--- src/cmdlex_pkg.sv ---
// Shared types, token codes and the keyword table for the command keyword lexer.
// No dependencies; compiled first.
package cmdlex_pkg;

    localparam int MAX_ATOM_LEN_DEF = 31;
    localparam int NUM_KEYWORDS     = 16;
    localparam int KW_MAX_CHARS     = 10;
    localparam int OUTQ_DEPTH       = 4;

    localparam logic [4:0] TOK_EOC     = 5'd0;
    localparam logic [4:0] TOK_UNKNOWN = 5'd1;

    localparam logic [7:0] CHAR_SEMI  = 8'h3B;
    localparam logic [7:0] CHAR_SPACE = 8'h20;
    localparam logic [7:0] CHAR_TAB   = 8'h09;
    localparam logic [7:0] CHAR_CR    = 8'h0D;
    localparam logic [7:0] CHAR_LF    = 8'h0A;

    // Strings are right-justified: first character sits in the highest used byte.
    localparam logic [KW_MAX_CHARS*8-1:0] KW_TEXT [NUM_KEYWORDS] = '{
        "set", "create", "draw", "title", "author", "creator", "page", "text",
        "image", "size", "angle", "pos", "dpi", "scale", "mask", "mask-image"
    };

    localparam logic [3:0] KW_LEN [NUM_KEYWORDS] = '{
        4'd3, 4'd6, 4'd4, 4'd5, 4'd6, 4'd7, 4'd4, 4'd4,
        4'd5, 4'd4, 4'd5, 4'd3, 4'd3, 4'd5, 4'd4, 4'd10
    };

    localparam logic [4:0] KW_CODE [NUM_KEYWORDS] = '{
        5'd2, 5'd3, 5'd4, 5'd5, 5'd6, 5'd6, 5'd7, 5'd8,
        5'd9, 5'd10, 5'd11, 5'd12, 5'd13, 5'd14, 5'd15, 5'd16
    };

    typedef struct packed {
        logic [4:0] token_code;
        logic       overflow;
        logic       last_of_run;
    } result_t;

    typedef struct packed {
        logic [1:0] count;
        result_t    first;
        result_t    second;
    } push_t;

    // Character at position pos of keyword k; caller guarantees pos < KW_LEN[k].
    function automatic logic [7:0] kw_byte(input logic [3:0] k, input logic [3:0] pos);
        logic [KW_MAX_CHARS*8-1:0] s;
        logic [3:0]                l;
        logic [6:0]                sh;
        s  = KW_TEXT[k];
        l  = KW_LEN[k];
        sh = {l - 4'd1 - pos, 3'b000};
        kw_byte = s[sh +: 8];
    endfunction

endpackage

--- src/command_keyword_lexer_core.sv ---
// Command keyword lexer: one text byte per cycle in, keyword token codes out.
// Bytes pass an input register, then the atom state and a parallel compare against
// the 16 keywords, then a 4-entry result queue. Throughput is one byte per cycle;
// the byte is held back only while the queue has fewer than two free entries, which
// happens only when the consumer stalls; input then waits until the consumer drains
// the queue. A byte's results are written into the queue after the input register.
// Depends on cmdlex_pkg, cmdlex_scan and cmdlex_outq.
module command_keyword_lexer_core #(
    parameter int MAX_ATOM_LEN = cmdlex_pkg::MAX_ATOM_LEN_DEF
) (
    input  logic       aclk,
    input  logic       aresetn,
    input  logic       s_tvalid,
    output logic       s_tready,
    input  logic [7:0] s_tdata,   // [7:0] text_byte
    input  logic       s_tlast,   // end_of_input
    output logic       m_tvalid,
    input  logic       m_tready,
    output logic [7:0] m_tdata,   // [4:0] token_code, [5] overflow, [7:6] zero
    output logic       m_tlast    // last_of_run
);
    import cmdlex_pkg::*;

    push_t   push;
    logic    room;
    result_t res;

    cmdlex_scan #(
        .MAX_ATOM_LEN(MAX_ATOM_LEN)
    ) u_scan (
        .aclk     (aclk),
        .aresetn  (aresetn),
        .in_valid (s_tvalid),
        .in_ready (s_tready),
        .in_byte  (s_tdata),
        .in_eoi   (s_tlast),
        .room     (room),
        .push     (push)
    );

    cmdlex_outq u_outq (
        .aclk      (aclk),
        .aresetn   (aresetn),
        .push      (push),
        .room      (room),
        .out_valid (m_tvalid),
        .out_ready (m_tready),
        .out_res   (res)
    );

    assign m_tdata = {2'b00, res.overflow, res.token_code};
    assign m_tlast = res.last_of_run;

endmodule

--- src/cmdlex_scan.sv ---
// Input register, atom state and keyword match for the command keyword lexer.
// Depends on cmdlex_pkg.
module cmdlex_scan #(
    parameter int MAX_ATOM_LEN = cmdlex_pkg::MAX_ATOM_LEN_DEF
) (
    input  logic                aclk,
    input  logic                aresetn,
    input  logic                in_valid,
    output logic                in_ready,
    input  logic [7:0]          in_byte,
    input  logic                in_eoi,
    input  logic                room,
    output cmdlex_pkg::push_t   push
);
    import cmdlex_pkg::*;

    localparam int ALW = $clog2(MAX_ATOM_LEN + 1);

    logic                    in_valid_reg, in_valid_next;
    logic [7:0]              in_byte_reg;
    logic                    in_eoi_reg;
    logic [NUM_KEYWORDS-1:0] mask_reg, mask_next;
    logic [ALW-1:0]          len_reg, len_next;
    logic                    ovf_reg, ovf_next;

    logic                    fire, is_term, is_ws, pending;
    logic [NUM_KEYWORDS-1:0] keep;
    logic [4:0]              tok;

    assign fire     = in_valid_reg && room;
    assign in_ready = !in_valid_reg || room;

    always_comb begin
        is_term = in_eoi_reg || (in_byte_reg == CHAR_SEMI);
        is_ws   = (in_byte_reg == CHAR_SPACE) || (in_byte_reg == CHAR_TAB) ||
                  (in_byte_reg == CHAR_CR) || (in_byte_reg == CHAR_LF);
        pending = (len_reg != '0);

        for (int k = 0; k < NUM_KEYWORDS; k++) begin
            keep[k] = (len_reg < ALW'(KW_LEN[k])) && (len_reg < ALW'(KW_MAX_CHARS)) &&
                      (kw_byte(4'(k), len_reg[3:0]) == in_byte_reg);
        end

        tok = TOK_UNKNOWN;
        for (int k = NUM_KEYWORDS - 1; k >= 0; k--) begin
            if (mask_reg[k] && (len_reg == ALW'(KW_LEN[k]))) begin
                tok = KW_CODE[k];
            end
        end
        if (ovf_reg) begin
            tok = TOK_UNKNOWN;
        end

        in_valid_next = in_ready ? in_valid : in_valid_reg;
        mask_next     = mask_reg;
        len_next      = len_reg;
        ovf_next      = ovf_reg;
        push          = '0;

        if (fire) begin
            if (is_term || is_ws) begin
                mask_next = '1;
                len_next  = '0;
                ovf_next  = 1'b0;
                if (is_term) begin
                    if (pending) begin
                        push.count  = 2'd2;
                        push.first  = '{token_code: tok, overflow: ovf_reg, last_of_run: 1'b0};
                        push.second = '{token_code: TOK_EOC, overflow: 1'b0, last_of_run: 1'b1};
                    end else begin
                        push.count = 2'd1;
                        push.first = '{token_code: TOK_EOC, overflow: 1'b0, last_of_run: 1'b1};
                    end
                end else if (pending) begin
                    push.count = 2'd1;
                    push.first = '{token_code: tok, overflow: ovf_reg, last_of_run: 1'b1};
                end
            end else if (len_reg >= ALW'(MAX_ATOM_LEN)) begin
                ovf_next = 1'b1;
            end else begin
                mask_next = mask_reg & keep;
                len_next  = len_reg + ALW'(1);
            end
        end
    end

    always_ff @(posedge aclk) begin
        if (!aresetn) begin
            in_valid_reg <= 1'b0;
            mask_reg     <= '1;
            len_reg      <= '0;
            ovf_reg      <= 1'b0;
        end else begin
            in_valid_reg <= in_valid_next;
            mask_reg     <= mask_next;
            len_reg      <= len_next;
            ovf_reg      <= ovf_next;
        end
        if (in_valid && in_ready) begin
            in_byte_reg <= in_byte;
            in_eoi_reg  <= in_eoi;
        end
    end

endmodule

--- src/cmdlex_outq.sv ---
// Result queue for the command keyword lexer: takes up to two results per cycle.
// Depends on cmdlex_pkg.
module cmdlex_outq (
    input  logic                  aclk,
    input  logic                  aresetn,
    input  cmdlex_pkg::push_t     push,
    output logic                  room,
    output logic                  out_valid,
    input  logic                  out_ready,
    output cmdlex_pkg::result_t   out_res
);
    import cmdlex_pkg::*;

    localparam int PW = $clog2(OUTQ_DEPTH);
    localparam int CW = $clog2(OUTQ_DEPTH + 1);

    result_t       q_reg [OUTQ_DEPTH];
    logic [PW-1:0] wr_ptr_reg, wr_ptr_next;
    logic [PW-1:0] rd_ptr_reg, rd_ptr_next;
    logic [CW-1:0] cnt_reg, cnt_next;
    logic          pop;

    assign out_valid = (cnt_reg != '0);
    assign out_res   = q_reg[rd_ptr_reg];
    assign room      = (cnt_reg <= CW'(OUTQ_DEPTH - 2));
    assign pop       = out_valid && out_ready;

    always_comb begin
        wr_ptr_next = wr_ptr_reg + PW'(push.count);
        rd_ptr_next = rd_ptr_reg + PW'(pop);
        cnt_next    = cnt_reg + CW'(push.count) - CW'(pop);
    end

    always_ff @(posedge aclk) begin
        if (!aresetn) begin
            wr_ptr_reg <= '0;
            rd_ptr_reg <= '0;
            cnt_reg    <= '0;
        end else begin
            wr_ptr_reg <= wr_ptr_next;
            rd_ptr_reg <= rd_ptr_next;
            cnt_reg    <= cnt_next;
        end
        if (push.count != 2'd0) begin
            q_reg[wr_ptr_reg] <= push.first;
        end
        if (push.count == 2'd2) begin
            q_reg[wr_ptr_reg + PW'(1)] <= push.second;
        end
    end

endmodule

--- config.mk ---
export PLATFORM = sky130hd
export DESIGN_NAME = command_keyword_lexer_core
export DESIGN_NICKNAME = d
export VERILOG_FILES = /design/src/cmdlex_pkg.sv /design/src/command_keyword_lexer_core.sv /design/src/cmdlex_scan.sv /design/src/cmdlex_outq.sv
export SDC_FILE = /design/constraint.sdc
export NUM_CORES = 1
export LEC_CHECK = 0
export ABC_AREA = 1
export BUFFER_PORTS_ARGS = -buffer_cell sky130_fd_sc_hd__buf_4
export CAP_MARGIN = 40
export CORE_ASPECT_RATIO = 1.2
export CORE_MARGIN = 2
export CORE_UTILIZATION = 25
export CTS_BUF_LIST = sky130_fd_sc_hd__clkbuf_8
export CTS_CLUSTER_SIZE = 8
export DETAILED_ROUTE_END_ITERATION = 8
export GPL_ROUTABILITY_DRIVEN = 0
export HOLD_SLACK_MARGIN = 0.03
export PLACE_DENSITY = 0.52
export SLEW_MARGIN = 0
export SYNTH_ARGS = -nofsm -noshare
export SYNTH_HDL_FRONTEND = slang
export SYNTH_SLANG_ARGS = --single-unit
--- constraint.sdc ---
create_clock -name aclk -period 2.9 [get_ports aclk]
set_clock_uncertainty 0.1 [all_clocks]
set_input_delay 0.29 -clock aclk [delete_from_list [all_inputs] [get_ports aclk]]
set_output_delay 0.29 -clock aclk [all_outputs]
set_load 0.01 [all_outputs]
==> results.yml <==
yosys:
  ys_seq_area_share_pct: 28.87
  yosysUniqueCellTypes: 49
  ys_ff_latch: 67
  yosysWarnings: 0
  syn_area_per_cell_um2: 6.769
  synthCells: 753
  synth_area_um2: 5097
worst_setup_path:
  r2r-start: "u_scan.len_reg[1]$_SDFFE_PN0P_"
  worstReg2RegEnd: "u_outq.cnt_reg[2]$_SDFF_PN0_"
  worstSetupPathType: "register to register"
  reg2reg_slack_ns: 0.20
  cp_max_fo: 8
  crit_path_end_kind: "register"
  crit_start: "u_scan.len_reg[1]$_SDFFE_PN0P_"
  cp-start-kind: "register"
  crit_path_top_delay_cell: "fa_1"
  ff2ff_path_depth: 15
  cp_common_cell: "inv_1"
  cp_slowest_stage_delay_ns: 0.37
  required_ns: 3.04
  arrival_ns: 2.85
  crit_chain: "inv_2 -> ha_2 -> inv_1 -> nor3_2 -> inv_1 -> ha_1 -> nand3_4 -> ha_1 -> inv_1 -> ha_1 -> inv_1 -> fa_1 -> xor2_1 -> inv_1 -> nor2_1"
global_route:
  grt_pass1_vias: 4601
  grt_usage_pct: 14.47
  grt_util_met2_pct: 25.32
  grt-ovfl-total: 0
  top_usage_layer: "met2"
  grt_pass1_wl_um: 24450
  grtUsageMet3_pct: 2.999
  grt_max_degree: 18
  grt_antenna_before_repair: 0
  grtUsageMet1_pct: 17.49
power:
  switching_share_pct: 37.75
  leakage_nw: 2.823
  intPower_mw: 1.855
  power_density_nw_per_um2: 498.4
  p_clk_share_pct: 24.4
  p_sw_mw: 1.125
  fin_total_pwr_mw: 2.980
  ir_worst_vdd_mv: 0.2709
  power_frac_seq_pct: 38.6
  p_comb_share_pct: 37.0
drt:
  vias: 4938
  drc: 0
  drtIter0Drc: 287
  wl_per_cell_um: 14.13
  first_pass_iters: 4
  wl_um: 15130
  ant_nets: 0
  viasPerCell: 4.611
final_layout:
  drive_above_1_share_pct: 13.03
  largest_reg_flops: 28
  fin_cells: 1071
  final_nets: 847
  diodes: 0
  fill_cells: 2267
  synthToLayoutAreaGrowth_pct: 17.30
floorplan:
  dieWidth_um: 134.4
  num_rows: 57
  initial_core_util_pct: 25.35
  fp.dieH_um: 160.4
  die-area_um2: 21550
  core_area_um2: 20110
  top_level_ports: 24
sta:
  tns_ns: 0
  finalMaxSlewViolations: 0
  timing.slew.headroom_pct: 51.93
  hold_ws_ns: 0.06267
  max_freq_mhz: 369.8
  hold_viol_final: 0
  finalCritPeriodShare_pct: 93.26
  setup_viol: 0
  worst_pin_slew_ns: 0.7183
  final.min_clock_period_ns: 2.704
cts:
  clk_pin_slew_ns: 0.08
  ctsRootBufferMaster: "clkbuf_8"
  clock_sinks: 67
  tritoncts: "built"
  htree_num_levels: 3
  ctsLongestPathBuffers: 2
  clk_latency_ns: 0.36
  cts_buffers: 9
hold_path:
  holdPathStages: 3
  hold_end: "u_outq.rd_ptr_reg[0]$_SDFF_PN0_"
  min-delay-start: "aresetn"
  hold_path_class: "input port to register"
placed_design:
  portBuffers: 21
  hpwlAfterDp_um: 11830
  placedCellCount: 1044
run:
  cap_violations: 0
run_status:
  outcome: "finished clean"
[power groups by stage]
stage | clock network, mW | logic [mW] | registers (mW)
2_1_floorplan | 0 | 0.742 | 1.16
3_3_place_gp | 0 | 1.09 | 1.17
3_5_place_dp | 0 | 1.09 | 1.17
4_1_cts | 0.751 | 1.11 | 1.15
5_1_grt | 0.792 | 1.25 | 1.17
6_report | 0.728 | 1.10 | 1.15
[Yosys cell counts (all sizes together)]
cell / count / area share (%)
a21boi: 1 / 0.15
ha: 32 / 7.9
xor2: 38 / 6.9
inv: 93 / 6.9
nand4: 10 / 1.2
conb: 1 / 0.074
or3b: 1 / 0.17
o2111ai: 3 / 0.52
a31o: 1 / 0.17
a21oi: 35 / 3.4
a31oi: 2 / 0.25
nor3: 19 / 2.5
o211ai: 3 / 0.44
o21ai: 72 / 7.3
nand2: 193 / 15
or2: 1 / 0.12
clkbuf: 5 / 0.37
dfxtp: 54 / 21
xnor2: 5 / 0.86
a41oi: 1 / 0.17
a221oi: 1 / 0.17
o22ai: 9 / 1.1
edfxtp: 13 / 7.7
nand3b: 3 / 0.44
a22oi: 1 / 0.15
buf: 19 / 2.0
fa: 1 / 0.39
o221ai: 2 / 0.34
clkinv: 1 / 0.074
and3: 1 / 0.12
nor4: 5 / 0.61
nor2: 77 / 6.1
a2111oi: 1 / 0.29
nand3: 49 / 5.2
[placed cells by master (no fill, tap or decap), types with 13 or more instances in the layout]
master    count
nand2_1     186
inv_1        86
a21oi_1      35
nor3_1       13
buf_4        51
nor2_1       69
edfxtp_1     13
xor2_1       37
nand3_1      47
o21ai_0      65
ha_1         31
dfxtp_1      53
[worst max path at each step]
stage / to / slack [ns] / cells after the start
final: u_outq.cnt_reg[2]$_SDFF_PN0_ / 0.20 / 15
after floorplan: u_outq.cnt_reg[2]$_SDFF_PN0_ / 0.007 / 15
after CTS: u_outq.cnt_reg[2]$_SDFF_PN0_ / 0.06 / 14
after detailed placement: u_outq.cnt_reg[2]$_SDFF_PN0_ / 0.09 / 14
after global placement: u_outq.cnt_reg[2]$_SDFF_PN0_ / 0.10 / 14
after global routing: u_outq.cnt_reg[2]$_SDFF_PN0_ / -0.002 / 14
[stage by stage]
stage          instance area (um2)  util [%]  setup WS [ns]
2_1_floorplan                 5110         -       0.007057
3_3_place_gp                  5687     28.28         0.1012
3_5_place_dp                  5687     28.28        0.08827
4_1_cts                       5954     29.61        0.06316
5_1_grt                       5979     29.73      -0.002186
6_report                      5979     29.73         0.1956
[per-layer routing]
metal,up-vias,share of wire (%)
met4,0,1.8
met1,2261,43
met3,17,4.9
met5,-,0
li1,2555,-
met2,105,50
[critical path, delay by kind of cell (launching register included)]
family / cells / cell delay (ns)
flops: 1 / 0.33
fa+ha+maj: 5 / 1.30
xor+xnor: 1 / 0.17
simple gates: 3 / 0.35
buf+inv: 6 / 0.36
[area by class of cell]
| type | instances | area [um2] | area share [%] |
|---|---|---|---|
| clock buffer | 10 | 137.6 | 2.302 |
| clock inverter | 6 | 40.04 | 0.6696 |
| inverter | 94 | 355.3 | 5.943 |
| multi-input combinational | 569 | 3169 | 53.00 |
| sequential | 67 | 1473 | 24.63 |
| tap | 265 | 331.6 | 5.545 |
| timing repair buffer | 60 | 473.0 | 7.910 |
[what timing repair did]
item / 4_1_cts / 5_1_grt
endpoints found under the setup margin: 0 / 2
hold buffers: 9 / 0
setup buffers: 0 / 2
gates resized for setup: 0 / 2
hold endpoints to repair: 9 / 0
[kinds of logic after synthesis]
family / after synthesis / share of synthesized area (%)
AO/OA/AOI/OAI: 132 / 14.48
XOR/XNOR: 43 / 7.757
adder cells (fa/ha/maj): 33 / 8.247
buffers and inverters: 118 / 9.377
flip-flops: 67 / 28.87
other: 1 / 0.07357
AND/OR/NAND/NOR: 359 / 31.20
Power figures use the tool's default switching activity.
